## config.mk

```make
export PLATFORM = sky130hd
export DESIGN_NAME = heartbeat_producer_consumer
export DESIGN_NICKNAME = d
export VERILOG_FILES = /design/src/sv/hbpc_pkg.sv /design/src/sv/heartbeat_producer_consumer.sv
export VERILOG_INCLUDE_DIRS = /design/src /design/src/sv
export SDC_FILE = /design/constraint.sdc
export NUM_CORES = 1
export LEC_CHECK = 0
export ABC_AREA = 1
export CORE_MARGIN = 5
export CORE_UTILIZATION = 65
export DETAILED_ROUTE_END_ITERATION = 8
export DONT_BUFFER_PORTS = 1
export GPL_TIMING_DRIVEN = 0
export PLACE_DENSITY_LB_ADDON = 0.08
export SLEW_MARGIN = 0
export SYNTH_ARGS = -nofsm -noshare
export SYNTH_HDL_FRONTEND = slang
export SYNTH_SLANG_ARGS = --single-unit
```

## constraint.sdc

```tcl
create_clock -name clk_i -period 3.3 [get_ports clk_i]
set_input_delay 0.33 -clock clk_i [delete_from_list [all_inputs] [get_ports clk_i]]
set_output_delay 0.33 -clock clk_i [all_outputs]
set_load 0.01 [all_outputs]
```

## src/sv/heartbeat_producer_consumer_macros.svh

```systemverilog
// assertion macros for the heartbeat producer and consumer
`ifndef HEARTBEAT_PRODUCER_CONSUMER_MACROS_SVH
`define HEARTBEAT_PRODUCER_CONSUMER_MACROS_SVH

// same-cycle implication, checked out of reset
`define HBPC_ASSERT_NOW(lbl, ante, cons, msg) \
  lbl: assert property (@(posedge clk_i) disable iff (!rst_ni) (ante) |-> (cons)) \
    else $error(msg);

// next-cycle implication, checked out of reset
`define HBPC_ASSERT_NEXT(lbl, ante, cons, msg) \
  lbl: assert property (@(posedge clk_i) disable iff (!rst_ni) (ante) |=> (cons)) \
    else $error(msg);

`endif

```

## src/sv/hbpc_pkg.sv

```systemverilog
// shared types and constants for the heartbeat producer and consumer
package hbpc_pkg;

  localparam int WatchEntries = 4;

  localparam int NodeIdW   = 7;
  localparam int PeriodW   = 16;
  localparam int IdsW      = 32;
  localparam int CyclesW   = 64;
  localparam int EntryIdW  = 8;
  localparam int CycleW    = 16;
  localparam int ElapsedW  = 17;
  localparam int StateW    = 8;
  localparam int FrameIdW  = 11;
  localparam int LenW      = 4;
  localparam int DataW     = 64;
  localparam int AddrW     = 5;

  localparam logic [NodeIdW-1:0] NodeIdReset = 7'd1;
  localparam logic [PeriodW-1:0] PeriodReset = 16'd1000;
  localparam logic [StateW-1:0]  StateStopped = 8'd4;

  // heartbeat base id 0x700 seen through the upper id bits
  localparam logic [FrameIdW-NodeIdW-1:0] HbBaseHi = 4'hE;
  localparam logic [LenW-1:0] HbLength = 4'd1;

  typedef enum logic [1:0] {
    KindTick  = 2'd0,
    KindFrame = 2'd1,
    KindQuery = 2'd2,
    KindNop   = 2'd3
  } kind_e;

  typedef enum logic [1:0] {
    RegOwnNodeId   = 2'd0,
    RegPeriod      = 2'd1,
    RegWatchedIds  = 2'd2,
    RegWatchedTime = 2'd3
  } reg_e;

endpackage

```

## src/sv/heartbeat_producer_consumer.sv

```systemverilog
// heartbeat producer and consumer: tick countdown, watched node timers, queries
// the result passes through the input register and then the result register
// throughput: one item per cycle while the output is not stalled, one result per item
// the countdown and timers update when an item moves into the result register
// reset: config to defaults, countdown to 1000, timers to zero, states to stopped
`include "heartbeat_producer_consumer_macros.svh"

module heartbeat_producer_consumer (
  input  logic                             clk_i,
  input  logic                             rst_ni,
  // configuration
  input  logic                             psel,
  input  logic                             penable,
  input  logic                             pwrite,
  input  logic [hbpc_pkg::AddrW-1:0]       paddr,
  input  logic [hbpc_pkg::DataW-1:0]       pwdata,
  output logic [hbpc_pkg::DataW-1:0]       prdata,
  output logic                             pready,
  // input channel
  input  logic                             in_valid_i,
  output logic                             in_stall_o,
  input  logic [1:0]                       kind_i,
  input  logic [hbpc_pkg::PeriodW-1:0]     step_ms_i,
  input  logic [hbpc_pkg::StateW-1:0]      nmt_state_i,
  input  logic                             frame_standard_i,
  input  logic [hbpc_pkg::FrameIdW-1:0]    frame_id_i,
  input  logic [hbpc_pkg::LenW-1:0]        frame_length_i,
  input  logic [hbpc_pkg::StateW-1:0]      frame_byte0_i,
  input  logic [hbpc_pkg::EntryIdW-1:0]    query_node_i,
  // output channel
  output logic                             out_valid_o,
  input  logic                             out_stall_i,
  output logic                             send_valid_o,
  output logic [hbpc_pkg::FrameIdW-1:0]    send_id_o,
  output logic [hbpc_pkg::StateW-1:0]      send_state_o,
  output logic                             query_expired_o,
  output logic [hbpc_pkg::StateW-1:0]      query_state_o
);

  localparam int N = hbpc_pkg::WatchEntries;

  // configuration registers
  logic [hbpc_pkg::NodeIdW-1:0]  own_id_q;
  logic [hbpc_pkg::PeriodW-1:0]  period_q;
  logic [hbpc_pkg::IdsW-1:0]     ids_q;
  logic [hbpc_pkg::CyclesW-1:0]  cycles_q;
  logic                          cfg_wr;
  hbpc_pkg::reg_e                cfg_reg;

  // input register
  logic                          in_valid_q;
  hbpc_pkg::kind_e               kind_q;
  logic [hbpc_pkg::PeriodW-1:0]  step_q;
  logic [hbpc_pkg::StateW-1:0]   nmt_q;
  logic                          fstd_q;
  logic [hbpc_pkg::FrameIdW-1:0] fid_q;
  logic [hbpc_pkg::LenW-1:0]     flen_q;
  logic [hbpc_pkg::StateW-1:0]   fb0_q;
  logic [hbpc_pkg::EntryIdW-1:0] qnode_q;

  // block state
  logic [hbpc_pkg::PeriodW-1:0]  countdown_q, countdown_d;
  logic [hbpc_pkg::ElapsedW-1:0] elapsed_q [N];
  logic [hbpc_pkg::ElapsedW-1:0] elapsed_d [N];
  logic [hbpc_pkg::StateW-1:0]   wstate_q [N];
  logic [hbpc_pkg::StateW-1:0]   wstate_d [N];

  // result register
  logic                          out_valid_q;
  logic                          send_valid_q, send_valid_d;
  logic [hbpc_pkg::FrameIdW-1:0] send_id_q, send_id_d;
  logic [hbpc_pkg::StateW-1:0]   send_state_q, send_state_d;
  logic                          qexp_q, qexp_d;
  logic [hbpc_pkg::StateW-1:0]   qstate_q, qstate_d;

  logic                          advance;
  logic                          in_take;
  logic                          fire;
  logic                          frame_ok;
  logic [hbpc_pkg::EntryIdW-1:0] frame_node;
  logic [N-1:0]                  frame_hit;
  logic [N-1:0]                  query_hit;
  logic                          query_found;

  // ---------------------------------------------------------------- config
  assign pready  = 1'b1;
  assign cfg_reg = hbpc_pkg::reg_e'(paddr[hbpc_pkg::AddrW-1:3]);
  assign cfg_wr  = psel && penable && pwrite && pready;

  always_ff @(posedge clk_i or negedge rst_ni) begin
    if (!rst_ni) begin
      own_id_q <= hbpc_pkg::NodeIdReset;
      period_q <= hbpc_pkg::PeriodReset;
      ids_q    <= '0;
      cycles_q <= '0;
    end else if (cfg_wr) begin
      unique case (cfg_reg)
        hbpc_pkg::RegOwnNodeId:   own_id_q <= pwdata[hbpc_pkg::NodeIdW-1:0];
        hbpc_pkg::RegPeriod:      period_q <= pwdata[hbpc_pkg::PeriodW-1:0];
        hbpc_pkg::RegWatchedIds:  ids_q    <= pwdata[hbpc_pkg::IdsW-1:0];
        hbpc_pkg::RegWatchedTime: cycles_q <= pwdata[hbpc_pkg::CyclesW-1:0];
        default: ;
      endcase
    end
  end

  always_comb begin
    prdata = '0;
    unique case (cfg_reg)
      hbpc_pkg::RegOwnNodeId:   prdata = hbpc_pkg::DataW'(own_id_q);
      hbpc_pkg::RegPeriod:      prdata = hbpc_pkg::DataW'(period_q);
      hbpc_pkg::RegWatchedIds:  prdata = hbpc_pkg::DataW'(ids_q);
      hbpc_pkg::RegWatchedTime: prdata = cycles_q;
      default:                  prdata = '0;
    endcase
  end

  // ------------------------------------------------------------ handshake
  assign advance    = in_valid_q && (!out_valid_q || !out_stall_i);
  assign in_stall_o = in_valid_q && !advance;
  assign in_take    = in_valid_i && !in_stall_o;

  always_ff @(posedge clk_i or negedge rst_ni) begin
    if (!rst_ni) begin
      in_valid_q <= 1'b0;
    end else if (!in_stall_o) begin
      in_valid_q <= in_valid_i;
    end
  end

  always_ff @(posedge clk_i) begin
    if (in_take) begin
      kind_q  <= hbpc_pkg::kind_e'(kind_i);
      step_q  <= step_ms_i;
      nmt_q   <= nmt_state_i;
      fstd_q  <= frame_standard_i;
      fid_q   <= frame_id_i;
      flen_q  <= frame_length_i;
      fb0_q   <= frame_byte0_i;
      qnode_q <= query_node_i;
    end
  end

  // ------------------------------------------------------------ processing
  assign fire       = step_q >= countdown_q;
  assign frame_ok   = fstd_q && (fid_q[hbpc_pkg::FrameIdW-1:hbpc_pkg::NodeIdW] ==
                      hbpc_pkg::HbBaseHi) && (flen_q == hbpc_pkg::HbLength);
  assign frame_node = {1'b0, fid_q[hbpc_pkg::NodeIdW-1:0]};

  // first matching entry wins, as a one-hot vector
  always_comb begin
    logic ff;
    logic qf;
    ff = 1'b0;
    qf = 1'b0;
    for (int i = 0; i < N; i++) begin
      frame_hit[i] = !ff && (ids_q[i*hbpc_pkg::EntryIdW +: hbpc_pkg::EntryIdW] == frame_node);
      query_hit[i] = !qf && (ids_q[i*hbpc_pkg::EntryIdW +: hbpc_pkg::EntryIdW] == qnode_q);
      ff = ff || frame_hit[i];
      qf = qf || query_hit[i];
    end
    query_found = qf;
  end

  always_comb begin
    logic                          exp_or;
    logic [hbpc_pkg::StateW-1:0]   st_or;
    logic [hbpc_pkg::ElapsedW-1:0] cyc;
    countdown_d  = countdown_q;
    send_valid_d = 1'b0;
    send_id_d    = '0;
    send_state_d = '0;
    qexp_d       = 1'b0;
    qstate_d     = '0;
    exp_or       = 1'b0;
    st_or        = '0;
    cyc          = '0;
    for (int i = 0; i < N; i++) begin
      elapsed_d[i] = elapsed_q[i];
      wstate_d[i]  = wstate_q[i];
    end
    unique case (kind_q)
      hbpc_pkg::KindTick: begin
        if (fire) begin
          countdown_d  = period_q;
          send_valid_d = 1'b1;
          send_id_d    = {hbpc_pkg::HbBaseHi, own_id_q};
          send_state_d = nmt_q;
        end else begin
          countdown_d = countdown_q - step_q;
        end
        for (int i = 0; i < N; i++) begin
          cyc = hbpc_pkg::ElapsedW'(cycles_q[i*hbpc_pkg::CycleW +: hbpc_pkg::CycleW]);
          if (elapsed_q[i] < cyc) begin
            elapsed_d[i] = elapsed_q[i] + hbpc_pkg::ElapsedW'(step_q);
          end
        end
      end
      hbpc_pkg::KindFrame: begin
        for (int i = 0; i < N; i++) begin
          if (frame_ok && frame_hit[i]) begin
            elapsed_d[i] = '0;
            wstate_d[i]  = fb0_q;
          end
        end
      end
      hbpc_pkg::KindQuery: begin
        for (int i = 0; i < N; i++) begin
          cyc = hbpc_pkg::ElapsedW'(cycles_q[i*hbpc_pkg::CycleW +: hbpc_pkg::CycleW]);
          exp_or = exp_or || (query_hit[i] && (elapsed_q[i] >= cyc));
          st_or  = st_or | (query_hit[i] ? wstate_q[i] : '0);
        end
        qexp_d   = exp_or;
        qstate_d = query_found ? st_or : hbpc_pkg::StateStopped;
      end
      hbpc_pkg::KindNop: ;
      default: ;
    endcase
  end

  always_ff @(posedge clk_i or negedge rst_ni) begin
    if (!rst_ni) begin
      countdown_q <= hbpc_pkg::PeriodReset;
      for (int i = 0; i < N; i++) begin
        elapsed_q[i] <= '0;
        wstate_q[i]  <= hbpc_pkg::StateStopped;
      end
    end else if (advance) begin
      countdown_q <= countdown_d;
      for (int i = 0; i < N; i++) begin
        elapsed_q[i] <= elapsed_d[i];
        wstate_q[i]  <= wstate_d[i];
      end
    end
  end

  // ---------------------------------------------------------------- result
  always_ff @(posedge clk_i or negedge rst_ni) begin
    if (!rst_ni) begin
      out_valid_q <= 1'b0;
    end else if (advance) begin
      out_valid_q <= 1'b1;
    end else if (!out_stall_i) begin
      out_valid_q <= 1'b0;
    end
  end

  always_ff @(posedge clk_i) begin
    if (advance) begin
      send_valid_q <= send_valid_d;
      send_id_q    <= send_id_d;
      send_state_q <= send_state_d;
      qexp_q       <= qexp_d;
      qstate_q     <= qstate_d;
    end
  end

  assign out_valid_o     = out_valid_q;
  assign send_valid_o    = send_valid_q;
  assign send_id_o       = send_id_q;
  assign send_state_o    = send_state_q;
  assign query_expired_o = qexp_q;
  assign query_state_o   = qstate_q;

  // ------------------------------------------------------------ assertions
  `HBPC_ASSERT_NOW(a_no_stall_when_empty, !in_valid_q, !in_stall_o,
    "input stalled with empty input register")
  `HBPC_ASSERT_NOW(a_send_id_base, out_valid_o && send_valid_o,
    send_id_o[hbpc_pkg::FrameIdW-1:hbpc_pkg::NodeIdW] == hbpc_pkg::HbBaseHi,
    "heartbeat id outside base range")
  `HBPC_ASSERT_NOW(a_send_excludes_query, out_valid_o && send_valid_o,
    !query_expired_o && (query_state_o == '0), "heartbeat result carries query fields")
  `HBPC_ASSERT_NEXT(a_fire_reloads, advance && (kind_q == hbpc_pkg::KindTick) && fire,
    countdown_q == $past(period_q), "countdown not reloaded after heartbeat")
  `HBPC_ASSERT_NEXT(a_frame_clears_timer,
    advance && (kind_q == hbpc_pkg::KindFrame) && frame_ok && frame_hit[0],
    elapsed_q[0] == '0, "matching frame did not clear entry timer")

endmodule
```

# Word-level counts from Yosys, hierarchy flattened
# Index checks and enable logic that the tools add are counted.
# totals
regBits	324
input_bits	134
out_inout_bits	96
# classes
n_addsub	5
magnitude_cmp	9
eq_ne	24
n_mux	20
bitwise	3
reduce_logical	58
# op_table
cell	n
64-bit case mux with 4 select lines	1
17-bit 2-to-1 mux	8
68-bit case mux with 2 select lines	1
17-bit by 16-bit adder with 17-bit output	4
17-bit by 16-bit greater-or-equal comparator with 1-bit output	4
17-bit by 16-bit < comparator with 1-bit output	4
8-bit by 7-bit == test with 1-bit output	4
8-bit == test	4
8-bit 2-to-1 mux	4
8-bit bitwise OR	3
1-bit logical AND	21
16-bit greater-or-equal comparator	1
16-bit 2-to-1 mux	1
2-bit != test (second input constant)	8
4-bit AND reduction	4
16-bit subtractor	1
2-bit AND reduction	7
3-bit AND reduction	4
11-bit 2-to-1 mux	1
1-bit zero test	10
1-bit logical OR	9
2-bit == test (second input constant)	3
2-bit by 1-bit == test with 1-bit output (second input constant)	2
4-bit by 1-bit == test with 1-bit output (second input constant)	1
other kinds (6)	9

# Longest topological paths before layout
# Gate-level depths: netlist (run 1).
# logic_depth
depth_word	12
ltp_mapped	16

# Worst setup path before layout (run 1)
# OpenSTA, ideal clock, no wires.
# synth_timing
kind	register -> register
from	register out_valid_q (netlist: out_valid_o)
to	register elapsed_q[11] (netlist bit)
setup_time_ns	0.133
arrival_ns	2.266
required_ns	3.167
path_slack_ns	0.900
path_stages_with_launch	9
period_less_slack_ns	2.400
cell_sequence	dfrtp_1 > a21oi_2 > nand2_2 > nor2_2 > nand3_1 > buf_2 > buf_2 > nand3_1 > o21ai_0
# synth_between
elab_chain_len	4
# synth_lines
item	line_no	source
start: declaration	heartbeat_producer_consumer.sv:69	logic out_valid_q;
start signal: assignment	heartbeat_producer_consumer.sv:240	out_valid_q <= 1'b0;
start signal: assignment	heartbeat_producer_consumer.sv:242	out_valid_q <= 1'b1;
start signal: assignment	heartbeat_producer_consumer.sv:244	out_valid_q <= 1'b0;
1-bit zero test	heartbeat_producer_consumer.sv:119	assign advance = in_valid_q && (!out_valid_q || !out_stall_i);
1-bit logical OR	heartbeat_producer_consumer.sv:119	
1-bit logical AND	heartbeat_producer_consumer.sv:119	
net advance	heartbeat_producer_consumer.sv:76	logic advance;
4-bit AND reduction (no source line)	n/a	
end signal: indexed assignment	heartbeat_producer_consumer.sv:231	elapsed_q[i] <= elapsed_d[i];
end: declaration	heartbeat_producer_consumer.sv:63	logic [hbpc_pkg::ElapsedW-1:0] elapsed_q [N];
# The timed path passes the listed nets, and every way through them passes these cells.
# A chain may end at the register's enable or synchronous reset.

# Worst setup path after layout (run 1)
# layout_timing
from	register step_q[0] (netlist bit)
to	register send_state_q, in the netlist send_state_o[4] (data pin)
# layout_between
elab_chain_len	2
# layout_lines
item	line_no	source
start: declaration	heartbeat_producer_consumer.sv:53	logic [hbpc_pkg::PeriodW-1:0] step_q;
start signal: assignment	heartbeat_producer_consumer.sv:134	step_q <= step_ms_i;
16-bit greater-or-equal comparator	heartbeat_producer_consumer.sv:145	assign fire = step_q >= countdown_q;
2-bit AND reduction (no source line)	n/a	
end signal: assignment	heartbeat_producer_consumer.sv:252	send_state_q <= send_state_d;
end: declaration	heartbeat_producer_consumer.sv:72	logic [hbpc_pkg::StateW-1:0] send_state_q, send_state_d;
# No other way between the ends.

==> run_summary.xml, run 1 <==
<?xml version="1.0" encoding="UTF-8"?>
<metrics>
  <group name="synthesis">
    <metric name="synthCells" unit="">2527</metric>
    <metric name="synth_largest_type_area_fraction" unit="">0.280</metric>
    <metric name="post_synth_num_cell_types" unit="">50</metric>
    <metric name="synth_edf_count" unit="">83</metric>
    <metric name="synth_top_cell_by_area" unit="">dfrtp_1</metric>
    <metric name="synth_seq_cells" unit="">320</metric>
    <metric name="post_synth_instance_area" unit="sq um">19700</metric>
    <metric name="syn_nets" unit="">2810</metric>
    <metric name="synth_top_flop_cell" unit="">dfrtp_1</metric>
    <metric name="syn-mean-instance-area" unit="sq um">7.79</metric>
    <metric name="seq_area_frac_synth" unit="">0.429</metric>
    <metric name="synth_async_sr_flop_share" unit="">0.741</metric>
    <metric name="synth_common_cells" unit="">nand2_1, inv_1, dfrtp_1</metric>
    <metric name="yosysWarnings" unit="">0</metric>
    <metric name="synthMostInstantiatedCell" unit="">nand2_1</metric>
    <metric name="synth_area_leaders" unit="">dfrtp_1, nand2_1, edfxtp_1, ha_1, inv_1</metric>
  </group>
  <group name="route">
    <metric name="route.final.wire_length" unit="mm">61.5</metric>
    <metric name="first_iter_violations" unit="">1815</metric>
    <metric name="postRouteAntennaNets" unit="">0</metric>
    <metric name="firstDrtPassIters" unit="">6</metric>
    <metric name="remaining_drc_errors" unit="">0</metric>
    <metric name="route.vias.total" unit="">18300</metric>
    <metric name="avgRoutedWirePerCell" unit="um">19.8</metric>
    <metric name="viasPerCell" unit="">5.89</metric>
  </group>
  <group name="cts">
    <metric name="clk_root_buffer_cell" unit="">clkbuf_16</metric>
    <metric name="clk_transition_reported_paths" unit="ns">0.06</metric>
    <metric name="insertion_delay" unit="ns">0.55</metric>
    <metric name="htreeDepth" unit="">2</metric>
    <metric name="cts.sink_count" unit="">320</metric>
    <metric name="post_cts_resize_count" unit="">0</metric>
    <metric name="cts_hold_repair.buffers" unit="">124</metric>
    <metric name="cts_tree" unit="">built</metric>
    <metric name="tritoncts.num_buffers" unit="">36</metric>
    <metric name="cts_buffer_depth" unit="">3</metric>
    <metric name="post-cts-setup-buffers" unit="">0</metric>
  </group>
  <group name="setup_path">
    <metric name="rr_startpoint" unit="">step_q[0]$_DFFE_PP_</metric>
    <metric name="critical_path_required" unit="ns">3.59</metric>
    <metric name="critical_path_buf_inv_count" unit="">1</metric>
    <metric name="timing.critical_path.arrival" unit="ns">3.22</metric>
    <metric name="end_kind" unit="">flip-flop</metric>
    <metric name="crit_path_top_delay_cell" unit="">edfxtp_1</metric>
    <metric name="worst_path_most_repeated_cell" unit="">nor2_1</metric>
    <metric name="timing.critical_path.max_delay_family" unit="">simple AND/OR/NAND/NOR gates</metric>
    <metric name="worstSetupStartpoint" unit="">step_q[0]$_DFFE_PP_</metric>
    <metric name="path_max_fanout" unit="">10</metric>
    <metric name="rr_worst_depth" unit="">11</metric>
    <metric name="setup.worst_path.start_class" unit="">flip-flop</metric>
    <metric name="reg_to_reg_critical_path_endpoint" unit="">send_state_o[4]$_SDFFCE_PN0P_</metric>
    <metric name="cp_slowest_stage_delay" unit="ns">0.61</metric>
    <metric name="timing_worst_setup_path_type" unit="">reg -&gt; reg</metric>
    <metric name="worstPathCellList" unit="">ha_1 -&gt; fa_1 -&gt; nor2_1 -&gt; nor2_1 -&gt; o21ai_1 -&gt; nand2_1 -&gt; nand2_1 -&gt; nand2_2 -&gt; nand2_2 -&gt; buf_2 -&gt; nor2_1</metric>
    <metric name="reg2reg_slack" unit="ns">0.37</metric>
  </group>
  <group name="hold_path">
    <metric name="min-delay-path-class" unit="">in -&gt; async</metric>
  </group>
  <group name="floorplanning">
    <metric name="row_count" unit="">63</metric>
    <metric name="initial_core_util" unit="">0.661</metric>
    <metric name="die_height" unit="um">184</metric>
    <metric name="die_area" unit="sq um">33900</metric>
    <metric name="die_w" unit="um">184</metric>
    <metric name="io_pins" unit="">230</metric>
    <metric name="floorplan.core_area" unit="sq um">29800</metric>
  </group>
  <group name="placement">
    <metric name="rd_place_congestion" unit="">1.03</metric>
    <metric name="placed_area" unit="sq um">20200</metric>
    <metric name="place.detailed.hpwl" unit="mm">43.8</metric>
    <metric name="port-buffer-count" unit="">0</metric>
  </group>
  <group name="sta">
    <metric name="setup_violating_endpoint_count_in_the_final_report" unit="">0</metric>
    <metric name="worst_pin_slew" unit="ns">1.02</metric>
    <metric name="finalHoldViolations" unit="">233</metric>
    <metric name="drv_slew" unit="">0</metric>
    <metric name="max_clock_skew" unit="ns">0.0200</metric>
    <metric name="grt_setup_unrepaired" unit="">false</metric>
    <metric name="fin_crit_sh" unit="">0.886</metric>
    <metric name="max-slew-margin-rel" unit="">0.317</metric>
    <metric name="worst_hold_slack" unit="ns">-0.515</metric>
    <metric name="max_freq" unit="GHz">0.342</metric>
    <metric name="final.min_clock_period" unit="ns">2.93</metric>
  </group>
  <group name="power_and_ir_drop">
    <metric name="irDropWorstVdd" unit="V">0.000502</metric>
    <metric name="power.density" unit="nW/um^2">724</metric>
    <metric name="leakagePower" unit="nW">11.1</metric>
  </group>
  <group name="grt">
    <metric name="vias_in_the_first_global_route" unit="">18200</metric>
    <metric name="maximum_number_of_pins_on_one_net_before_global_route_repair" unit="">238</metric>
    <metric name="grt_first_pass_wirelength" unit="mm">96.9</metric>
    <metric name="globalRoute.totalOverflow" unit="">0</metric>
    <metric name="groute.usage.overall" unit="">0.360</metric>
    <metric name="initial_antenna_violation_count" unit="">1</metric>
  </group>
  <group name="finish">
    <metric name="multi_input_area" unit="sq um">9690</metric>
    <metric name="area_of_all_placed_cells_without_fillers" unit="sq um">22600</metric>
    <metric name="seq_area" unit="sq um">8440</metric>
    <metric name="drive_above_1_share" unit="">0.0577</metric>
    <metric name="finish.net_count" unit="">2974</metric>
    <metric name="flow.area_growth_from_synthesis" unit="%">15.0</metric>
    <metric name="n_fill_cell" unit="">2181</metric>
  </group>
  <group name="status">
    <metric name="failed_checks" unit="">negative hold slack</metric>
    <metric name="outcome" unit="">complete, but fails checks</metric>
  </group>
  <group name="job">
    <metric name="max_cap_violations" unit="">0</metric>
  </group>
</metrics>
layout make-up:
cell class / count / share of cell area
tap: 390 / 0.0216
clock inverter: 20 / 0.00879
multi-input combinational: 1810 / 0.428
sequential: 320 / 0.373
antenna: 1 / 0.000111
timing repair buffer: 125 / 0.0557
buffer: 67 / 0.0144
clock buffer: 46 / 0.0433
inverter: 331 / 0.0551
logic make-up after synthesis:
family | after synthesis | synth area share
simple gates | 1180 | 0.247
compound gates | 404 | 0.114
buf+inv | 398 | 0.0799
flops | 320 | 0.429
fa+ha+maj | 149 | 0.0966
xor+xnor | 72 | 0.0320
other cells | 2 | 0.000381
mux | 2 | 0.00114
flip-flops by register name (all words and copies together), names as in the netlist, 11 cells and up:
signal,flops
cycles_q,64
countdown_q,16
elapsed_q,68
step_q,16
ids_q,32
wstate_q,32
fid_q,11
period_q,16
report_power, final:
| group | internal (mW) | switching, mW |
|---|---|---|
| Clock | 2.30 | 1.77 |
| Combinational | 2.42 | 4.16 |
| Sequential | 4.96 | 0.791 |
| Total | 9.68 | 6.72 |
stage by stage:
stage / setup TNS (ns) / utilization / setup slack (ns) / total power, mW / instances
final: 0 / 0.760 / 0.375 / 16.4 / 3110
after global routing: 0 / 0.760 / 0.206 / 17.5 / 3110
after CTS: 0 / 0.759 / 0.206 / 16.2 / 3108
after detailed placement: 0 / 0.678 / 0.211 / 12.0 / 2918
after global placement: -6.28 / 0.677 / -0.224 / 11.7 / 2917
after floorplan: 0 / - / 0.900 / 10.4 / 2527
cells in the final DEF, fill, tap and decap left out, types with 7 or more instances in the layout:
cell type / synthesis / final
a21o_1: 8 / 8
a21oi_1: 112 / 112
buf_2: 15 / 15
buf_4: 8 / 8
clkbuf_1: 34 / 41
clkbuf_16: 0 / 37
clkinv_2: 0 / 8
dfrtp_1: 220 / 220
dfstp_2: 17 / 17
dlygate4sd3_1: 0 / 124
edfxtp_1: 83 / 83
ha_1: 144 / 144
inv_1: 321 / 320
inv_2: 8 / 9
nand2_1: 749 / 749
nand2_2: 7 / 7
nand3_1: 139 / 139
nand3b_1: 13 / 13
nand4_1: 23 / 23
nor2_1: 211 / 211
nor3_1: 15 / 15
o2111ai_1: 7 / 7
o21ai_0: 195 / 195
o21ai_1: 8 / 8
o21ai_2: 10 / 10
o21bai_1: 23 / 23
o221ai_1: 9 / 9
o22ai_1: 21 / 21
xnor2_1: 36 / 36
xor2_1: 36 / 36
per-layer routing:
| layer | share of wire | global-route usage |
|---|---|---|
| met1 | 0.41 | 0.486 |
| met2 | 0.46 | 0.587 |
| met3 | 0.094 | 0.0710 |
| met4 | 0.041 | 0.126 |
| met5 | 0 | 0 |
worst reg2reg max path, stage by stage, from the launching register on:
cell	delay [ns]
edfxtp_1	0.61
ha_1	0.34
fa_1	0.41
nor2_1	0.13
nor2_1	0.10
o21ai_1	0.14
nand2_1	0.10
nand2_1	0.09
nand2_2	0.17
nand2_2	0.26
buf_2	0.26
nor2_1	0.06
worst max path at each step:
stage	endpoint	slack (ns)	cells after the start
2_1_floorplan	elapsed_q[11]$_DFFE_PN0P_	0.90	8
3_3_place_gp	countdown_q[4]$_DFFE_PN0P_	-0.22	8
3_5_place_dp	countdown_q[13]$_DFFE_PN0P_	0.21	8
4_1_cts	countdown_q[13]$_DFFE_PN0P_	0.21	8
5_1_grt	send_id_o[1]$_SDFFCE_PN0P_	0.21	11
6_report	send_state_o[4]$_SDFFCE_PN0P_	0.37	11
Power figures use the tool's default switching activity.
==> run 2: changes to the inputs <==
--- a/config.mk
+++ b/config.mk
@@ -6,7 +6,6 @@
 export SDC_FILE = /design/constraint.sdc
 export NUM_CORES = 1
 export LEC_CHECK = 0
-export ABC_AREA = 1
 export CORE_MARGIN = 5
 export CORE_UTILIZATION = 65
 export DETAILED_ROUTE_END_ITERATION = 8
==> run 2 against run 1 <==
Net effect: the run ends with negative hold slack, max-capacitance violations, max-slew violations left; critical path depth unchanged; cell area down 5.2%; global-route usage down 1.7 points; synthesized area down 6.1%; sequential power up 4.2%; via count down 19%; largest cell class unchanged; largest power group unchanged; highest routed layer unchanged.
==> run_summary.xml, run 2 <==
<?xml version="1.0" encoding="UTF-8"?>
<metrics>
  <group name="route">
    <metric name="route.vias.total" unit="">14900</metric>
    <metric name="first_iter_violations" unit="">1448</metric>
    <metric name="postRouteAntennaNets" unit="">0</metric>
    <metric name="route.final.wire_length" unit="mm">55.4</metric>
    <metric name="viasPerCell" unit="">6.37</metric>
    <metric name="avgRoutedWirePerCell" unit="um">23.8</metric>
    <metric name="firstDrtPassIters" unit="">6</metric>
    <metric name="remaining_drc_errors" unit="">0</metric>
  </group>
  <group name="synthesis">
    <metric name="yosysWarnings" unit="">0</metric>
    <metric name="synth_seq_cells" unit="">320</metric>
    <metric name="synth_area_leaders" unit="">dfrtp_1, edfxtp_1, ha_1, mux2_2, o21ai_0</metric>
    <metric name="syn-mean-instance-area" unit="sq um">10.5</metric>
    <metric name="synthCells" unit="">1753</metric>
    <metric name="post_synth_num_cell_types" unit="">81</metric>
    <metric name="synth_common_cells" unit="">dfrtp_1, nand2_1, ha_1</metric>
    <metric name="synth_top_cell_by_area" unit="">dfrtp_1</metric>
    <metric name="synth_async_sr_flop_share" unit="">0.741</metric>
    <metric name="post_synth_instance_area" unit="sq um">18500</metric>
    <metric name="syn_nets" unit="">2036</metric>
    <metric name="synthMostInstantiatedCell" unit="">dfrtp_1</metric>
    <metric name="synth_edf_count" unit="">83</metric>
    <metric name="synth_top_flop_cell" unit="">dfrtp_1</metric>
    <metric name="seq_area_frac_synth" unit="">0.457</metric>
    <metric name="synth_largest_type_area_fraction" unit="">0.298</metric>
  </group>
  <group name="cts">
    <metric name="htreeDepth" unit="">2</metric>
    <metric name="clk_transition_reported_paths" unit="ns">0.06</metric>
    <metric name="tritoncts.num_buffers" unit="">36</metric>
    <metric name="clk_root_buffer_cell" unit="">clkbuf_16</metric>
    <metric name="cts_hold_repair.buffers" unit="">124</metric>
    <metric name="cts_tree" unit="">built</metric>
    <metric name="cts_buffer_depth" unit="">3</metric>
    <metric name="insertion_delay" unit="ns">0.53</metric>
    <metric name="cts.sink_count" unit="">320</metric>
  </group>
  <group name="hold_path">
    <metric name="min-delay-path-class" unit="">in -&gt; async</metric>
  </group>
  <group name="sta">
    <metric name="finalHoldViolations" unit="">237</metric>
    <metric name="max_freq" unit="GHz">0.311</metric>
    <metric name="worst_pin_slew" unit="ns">1.56</metric>
    <metric name="max_clock_skew" unit="ns">0.0289</metric>
    <metric name="worst_hold_slack" unit="ns">-0.501</metric>
    <metric name="grt_setup_unrepaired" unit="">true</metric>
    <metric name="final.min_clock_period" unit="ns">3.22</metric>
    <metric name="max-slew-margin-rel" unit="">-0.0448</metric>
    <metric name="drv_slew" unit="">8</metric>
    <metric name="fin_crit_sh" unit="">0.975</metric>
    <metric name="setup_violating_endpoint_count_in_the_final_report" unit="">0</metric>
    <metric name="setup_ws_post_layout" unit="ns">0.0838</metric>
  </group>
  <group name="setup_path">
    <metric name="reg_to_reg_critical_path_endpoint" unit="">elapsed_q[67]$_DFFE_PN0P_</metric>
    <metric name="timing_worst_setup_path_type" unit="">reg -&gt; reg</metric>
    <metric name="reg2reg_slack" unit="ns">0.08</metric>
    <metric name="path_max_fanout" unit="">5</metric>
    <metric name="rr_startpoint" unit="">step_q[0]$_DFFE_PP_</metric>
    <metric name="rr_worst_depth" unit="">11</metric>
    <metric name="critical_path_required" unit="ns">3.68</metric>
    <metric name="end_kind" unit="">flip-flop</metric>
    <metric name="timing.critical_path.arrival" unit="ns">3.59</metric>
    <metric name="setup.worst_path.start_class" unit="">flip-flop</metric>
    <metric name="worstSetupStartpoint" unit="">step_q[0]$_DFFE_PP_</metric>
  </group>
  <group name="grt">
    <metric name="vias_in_the_first_global_route" unit="">14900</metric>
    <metric name="groute.usage.overall" unit="">0.343</metric>
    <metric name="grt_first_pass_wirelength" unit="mm">83.9</metric>
    <metric name="maximum_number_of_pins_on_one_net_before_global_route_repair" unit="">238</metric>
    <metric name="initial_antenna_violation_count" unit="">2</metric>
    <metric name="globalRoute.totalOverflow" unit="">0</metric>
  </group>
  <group name="finish">
    <metric name="finish.net_count" unit="">2209</metric>
    <metric name="multi_input_area" unit="sq um">9380</metric>
    <metric name="largest_registers" unit="">elapsed_q x68, cycles_q x64</metric>
    <metric name="largest_register_ffs" unit="">68</metric>
    <metric name="flow.area_growth_from_synthesis" unit="%">16.1</metric>
    <metric name="drive_above_1_share" unit="">0.120</metric>
    <metric name="mostFrequentLayoutCells" unit="">dfrtp_1, nand2_1, ha_1, o21ai_0, dlygate4sd3_1</metric>
    <metric name="n_fill_cell" unit="">1867</metric>
    <metric name="layout.core_utilization" unit="">0.769</metric>
    <metric name="seq_area" unit="sq um">8440</metric>
    <metric name="area_of_all_placed_cells_without_fillers" unit="sq um">21500</metric>
    <metric name="layout_commonest_cell" unit="">dfrtp_1</metric>
    <metric name="register_with_the_most_flip_flops" unit="">elapsed_q</metric>
  </group>
  <group name="power_and_ir_drop">
    <metric name="irDropWorstVdd" unit="V">0.000449</metric>
    <metric name="design_power_total" unit="mW">16.4</metric>
    <metric name="power.density" unit="nW/um^2">765</metric>
    <metric name="leakagePower" unit="nW">9.65</metric>
  </group>
  <group name="floorplanning">
    <metric name="initial_core_util" unit="">0.662</metric>
    <metric name="die_height" unit="um">179</metric>
    <metric name="floorplan.core_area" unit="sq um">27900</metric>
    <metric name="row_count" unit="">61</metric>
    <metric name="io_pins" unit="">230</metric>
    <metric name="die_area" unit="sq um">31900</metric>
    <metric name="die_w" unit="um">179</metric>
  </group>
  <group name="status">
    <metric name="failed_checks" unit="">negative hold slack, max-capacitance violations, max-slew violations</metric>
    <metric name="outcome" unit="">complete, but fails checks</metric>
  </group>
  <group name="placement">
    <metric name="rd_place_congestion" unit="">0.966</metric>
    <metric name="place.detailed.hpwl" unit="mm">37.5</metric>
    <metric name="pre_cts_ws" unit="ns">-0.0752</metric>
    <metric name="port-buffer-count" unit="">0</metric>
    <metric name="placed_area" unit="sq um">19000</metric>
  </group>
  <group name="job">
    <metric name="max_cap_violations" unit="">1</metric>
  </group>
</metrics>
run 2: worst max-delay path by stage:
stage	end	slack (ns)	cells past startpoint
floorplan	elapsed_q[67]$_DFFE_PN0P_	0.63	10
global placement	cycles_q[40]$_DFFE_PN0P_	-0.02	6
detailed placement	cycles_q[31]$_DFFE_PN0P_	-0.08	6
CTS	elapsed_q[67]$_DFFE_PN0P_	-0.05	10
global route	elapsed_q[67]$_DFFE_PN0P_	-0.10	11
finish	elapsed_q[67]$_DFFE_PN0P_	0.08	11
run 2: report_power, final:
part           internal (mW)  leakage [nW]  switching [mW]
Combinational           2.91          5.37            3.56
Clock                   2.29         0.564            1.69
Sequential              5.06          3.72           0.924
run 2: metal layers:
layer,track usage,wire (um)
met3,0.0664,4500
met4,0.171,3190
met2,0.570,26700
met1,0.432,21100
met5,0,0
run 2: critical path, cell delays in order (launching register included):
cell and delay (ns):
edfxtp_1 0.55, ha_1 0.31, inv_1 0.08, fa_1 0.24
nor2b_4 0.07, o31ai_2 0.26, a21oi_1 0.18, o41ai_2 0.36
o21ai_1 0.23, a2111o_1 0.45, a311oi_1 0.27, nor3_1 0.08
run 2: logic make-up after synthesis:
family	share of synthesized area
AOI/OAI and AO/OA	0.143
xor gates and xnor gates	0.0545
adders and majority gates	0.103
buffers and inverters	0.0373
DFF	0.457
muxes	0.0828
other	0.000406
and+or+nand+nor	0.123
run 2: timing repair:
action / 4_1_cts / 5_1_grt
endpoints found under the setup margin: 1 / 37
buffers inserted: 0 / 11
gates resized for setup: 0 / 4
endpoints found under the hold margin: 416 / 237
run 2: area by class of cell:
cell class,instances,share of cell area
Buffer,65,0.0133
Antenna cell,2,0.000233
Sequential cell,320,0.393
Tap cell,378,0.0220
Inverter,108,0.0191
Clock inverter,21,0.00763
Clock buffer,45,0.0459
Timing Repair Buffer,135,0.0617
Multi-Input combinational cell,1260,0.437
run 2: metrics by stage:
step | setup TNS, ns | instances
global route | -0.104 | 2334
CTS | -0.0513 | 2321
floorplan | 0 | 1753
detailed placement | -0.637 | 2131
global placement | -0.0525 | 2131
finish | 0 | 2334
==> run 3: changes to the inputs <==
--- a/config.mk
+++ b/config.mk
@@ -7,7 +7,7 @@
 export NUM_CORES = 1
 export LEC_CHECK = 0
 export CORE_MARGIN = 5
-export CORE_UTILIZATION = 65
+export CORE_UTILIZATION = 58
 export DETAILED_ROUTE_END_ITERATION = 8
 export DONT_BUFFER_PORTS = 1
 export GPL_TIMING_DRIVEN = 0
==> run 3 against run 2 <==
Net effect: worst hold slack gained 0.013 ns; the run ends with negative hold slack left; final cell count grew 1.1%; combinational power shrank 2%; sequential cell count is the same; setup slack gained 0.014 ns; count of clock-buffer cells in the layout grew 7; fmax grew 0.44%; wire length shrank 2.8%; sequential share of layout area shrank 0.12 points; critical path depth shrank 6; largest power group unchanged.
==> run_summary.xml, run 3 (synthesized netlist as in run 2, its figures left out) <==
<?xml version="1.0" encoding="UTF-8"?>
<metrics>
  <group name="status">
    <metric name="outcome" unit="">complete, but fails checks</metric>
    <metric name="failed_checks" unit="">negative hold slack</metric>
  </group>
  <group name="placement">
    <metric name="placed_area" unit="sq um">19000</metric>
    <metric name="port-buffer-count" unit="">0</metric>
    <metric name="place.detailed.hpwl" unit="mm">38.3</metric>
    <metric name="rd_place_congestion" unit="">0.900</metric>
    <metric name="pre_cts_ws" unit="ns">-0.0717</metric>
  </group>
  <group name="finish">
    <metric name="largest_register_ffs" unit="">68</metric>
    <metric name="flow.area_growth_from_synthesis" unit="%">16.4</metric>
    <metric name="n_fill_cell" unit="">2455</metric>
    <metric name="drive_above_1_share" unit="">0.119</metric>
    <metric name="layout_commonest_cell" unit="">dfrtp_1</metric>
    <metric name="area_of_all_placed_cells_without_fillers" unit="sq um">21500</metric>
    <metric name="largest_registers" unit="">elapsed_q x68, cycles_q x64</metric>
    <metric name="finish.net_count" unit="">2212</metric>
    <metric name="mostFrequentLayoutCells" unit="">dfrtp_1, nand2_1, ha_1, o21ai_0, dlygate4sd3_1</metric>
    <metric name="layout.core_utilization" unit="">0.682</metric>
    <metric name="register_with_the_most_flip_flops" unit="">elapsed_q</metric>
  </group>
  <group name="setup_path">
    <metric name="crit_path_top_delay_cell" unit="">nor4_1</metric>
    <metric name="reg_to_reg_critical_path_endpoint" unit="">query_expired_o$_SDFFCE_PN0P_</metric>
    <metric name="timing_worst_setup_path_type" unit="">reg -&gt; reg</metric>
    <metric name="rr_worst_depth" unit="">5</metric>
    <metric name="end_kind" unit="">flip-flop</metric>
    <metric name="worstPathCellList" unit="">xor2_1 -&gt; nor4_1 -&gt; nand2_1 -&gt; o21bai_1 -&gt; a31oi_1</metric>
    <metric name="timing.critical_path.arrival" unit="ns">3.55</metric>
    <metric name="timing.critical_path.max_delay_family" unit="">simple AND/OR/NAND/NOR gates</metric>
    <metric name="reg2reg_slack" unit="ns">0.1</metric>
    <metric name="rr_startpoint" unit="">qnode_q[1]$_DFFE_PP_</metric>
    <metric name="cp_slowest_stage_delay" unit="ns">0.95</metric>
    <metric name="critical_path_buf_inv_count" unit="">0</metric>
    <metric name="setup.worst_path.start_class" unit="">flip-flop</metric>
    <metric name="path_max_fanout" unit="">10</metric>
    <metric name="critical_path_required" unit="ns">3.64</metric>
  </group>
  <group name="floorplanning">
    <metric name="die_w" unit="um">189</metric>
    <metric name="die_area" unit="sq um">35600</metric>
    <metric name="die_height" unit="um">189</metric>
    <metric name="floorplan.core_area" unit="sq um">31600</metric>
    <metric name="row_count" unit="">65</metric>
    <metric name="initial_core_util" unit="">0.586</metric>
    <metric name="io_pins" unit="">230</metric>
  </group>
  <group name="sta">
    <metric name="drv_slew" unit="">0</metric>
    <metric name="worst_hold_slack" unit="ns">-0.488</metric>
    <metric name="worst_pin_slew" unit="ns">1.38</metric>
    <metric name="fin_crit_sh" unit="">0.970</metric>
    <metric name="fin_tns_setup" unit="ns">0</metric>
    <metric name="max_clock_skew" unit="ns">0.0238</metric>
    <metric name="final.min_clock_period" unit="ns">3.20</metric>
    <metric name="grt_setup_unrepaired" unit="">false</metric>
    <metric name="max_freq" unit="GHz">0.312</metric>
    <metric name="setup_violating_endpoint_count_in_the_final_report" unit="">0</metric>
    <metric name="max-slew-margin-rel" unit="">0.0762</metric>
    <metric name="finalHoldViolations" unit="">237</metric>
    <metric name="setup_ws_post_layout" unit="ns">0.0979</metric>
  </group>
  <group name="cts">
    <metric name="insertion_delay" unit="ns">0.52</metric>
    <metric name="cts_hold_repair.buffers" unit="">124</metric>
    <metric name="cts_tree" unit="">built</metric>
    <metric name="clk_transition_reported_paths" unit="ns">0.06</metric>
    <metric name="htreeDepth" unit="">2</metric>
    <metric name="tritoncts.num_buffers" unit="">37</metric>
    <metric name="cts_buffer_depth" unit="">3</metric>
    <metric name="clk_root_buffer_cell" unit="">clkbuf_16</metric>
    <metric name="cts.sink_count" unit="">320</metric>
  </group>
  <group name="route">
    <metric name="route.vias.total" unit="">14400</metric>
    <metric name="route.final.wire_length" unit="mm">53.9</metric>
    <metric name="remaining_drc_errors" unit="">0</metric>
    <metric name="viasPerCell" unit="">6.08</metric>
    <metric name="firstDrtPassIters" unit="">5</metric>
    <metric name="first_iter_violations" unit="">954</metric>
    <metric name="postRouteAntennaNets" unit="">0</metric>
    <metric name="avgRoutedWirePerCell" unit="um">22.8</metric>
  </group>
  <group name="grt">
    <metric name="groute.usage.overall" unit="">0.299</metric>
    <metric name="globalRoute.totalOverflow" unit="">0</metric>
    <metric name="vias_in_the_first_global_route" unit="">14500</metric>
    <metric name="maximum_number_of_pins_on_one_net_before_global_route_repair" unit="">238</metric>
    <metric name="initial_antenna_violation_count" unit="">2</metric>
    <metric name="grt_first_pass_wirelength" unit="mm">83.5</metric>
  </group>
  <group name="power_and_ir_drop">
    <metric name="leakagePower" unit="nW">9.68</metric>
    <metric name="irDropWorstVdd" unit="V">0.000516</metric>
    <metric name="design_power_total" unit="mW">16.4</metric>
    <metric name="power.density" unit="nW/um^2">761</metric>
  </group>
  <group name="hold_path">
    <metric name="min-delay-path-class" unit="">in -&gt; async</metric>
  </group>
  <group name="job">
    <metric name="max_cap_violations" unit="">0</metric>
  </group>
</metrics>
run 3: through the flow:
| step | hold WS, ns | std cells |
|---|---|---|
| 2_1_floorplan | 0.0344 | 1753 |
| 3_3_place_gp | 0.0481 | 2155 |
| 3_5_place_dp | 0.0483 | 2155 |
| 4_1_cts | -0.499 | 2347 |
| 5_1_grt | -0.514 | 2360 |
| 6_report | -0.488 | 2360 |
run 3: worst max-delay path by stage:
stage,startpoint,to,slack [ns],cells after the start
detailed placement,paddr[3],cycles_q[40]$_DFFE_PN0P_,-0.07,6
floorplan,step_q[1]$_DFFE_PP_,elapsed_q[67]$_DFFE_PN0P_,0.63,10
global placement,paddr[3],cycles_q[39]$_DFFE_PN0P_,-0.03,6
global route,qnode_q[1]$_DFFE_PP_,query_expired_o$_SDFFCE_PN0P_,0.05,5
finish,qnode_q[1]$_DFFE_PP_,query_expired_o$_SDFFCE_PN0P_,0.1,5
CTS,step_q[8]$_DFFE_PP_,countdown_q[3]$_DFFE_PN1P_,0.05,10
run 3: layout make-up:
class | count | area [sq um] | area share
Antenna cell | 1 | 2.50 | 0.000116
Buffer | 65 | 285 | 0.0132
Clock buffer | 52 | 1020 | 0.0475
Clock inverter | 15 | 165 | 0.00767
Inverter | 108 | 405 | 0.0188
Multi-Input combinational cell | 1260 | 9370 | 0.435
Sequential cell | 320 | 8440 | 0.392
Tap cell | 402 | 503 | 0.0234
Timing Repair Buffer | 137 | 1340 | 0.0622
run 3: power breakdown:
group / leakage (nW) / internal (mW) / total, mW / switching, mW
registers: 3.72 / 5.06 / 5.97 / 0.911
clock network: 0.579 / 2.41 / 4.05 / 1.64
logic: 5.38 / 2.90 / 6.36 / 3.45
total: 9.68 / 10.4 / 16.4 / 6.01
run 3: what timing repair did:
action                                 4_1_cts  5_1_grt
endpoints found under the hold margin      416      237
resized for setup                            1        0
cloned                                       0        0
buffers inserted                             1       12
setup endpoints to repair                    2       18
run 3: routing by layer:
layer	vias to the layer above	GRT usage	wire length, um
li1	6662	-	-
met4	2	0.0964	2020
met3	120	0.0556	3750
met2	509	0.505	25800
met5	-	0	12
met1	7062	0.395	22300
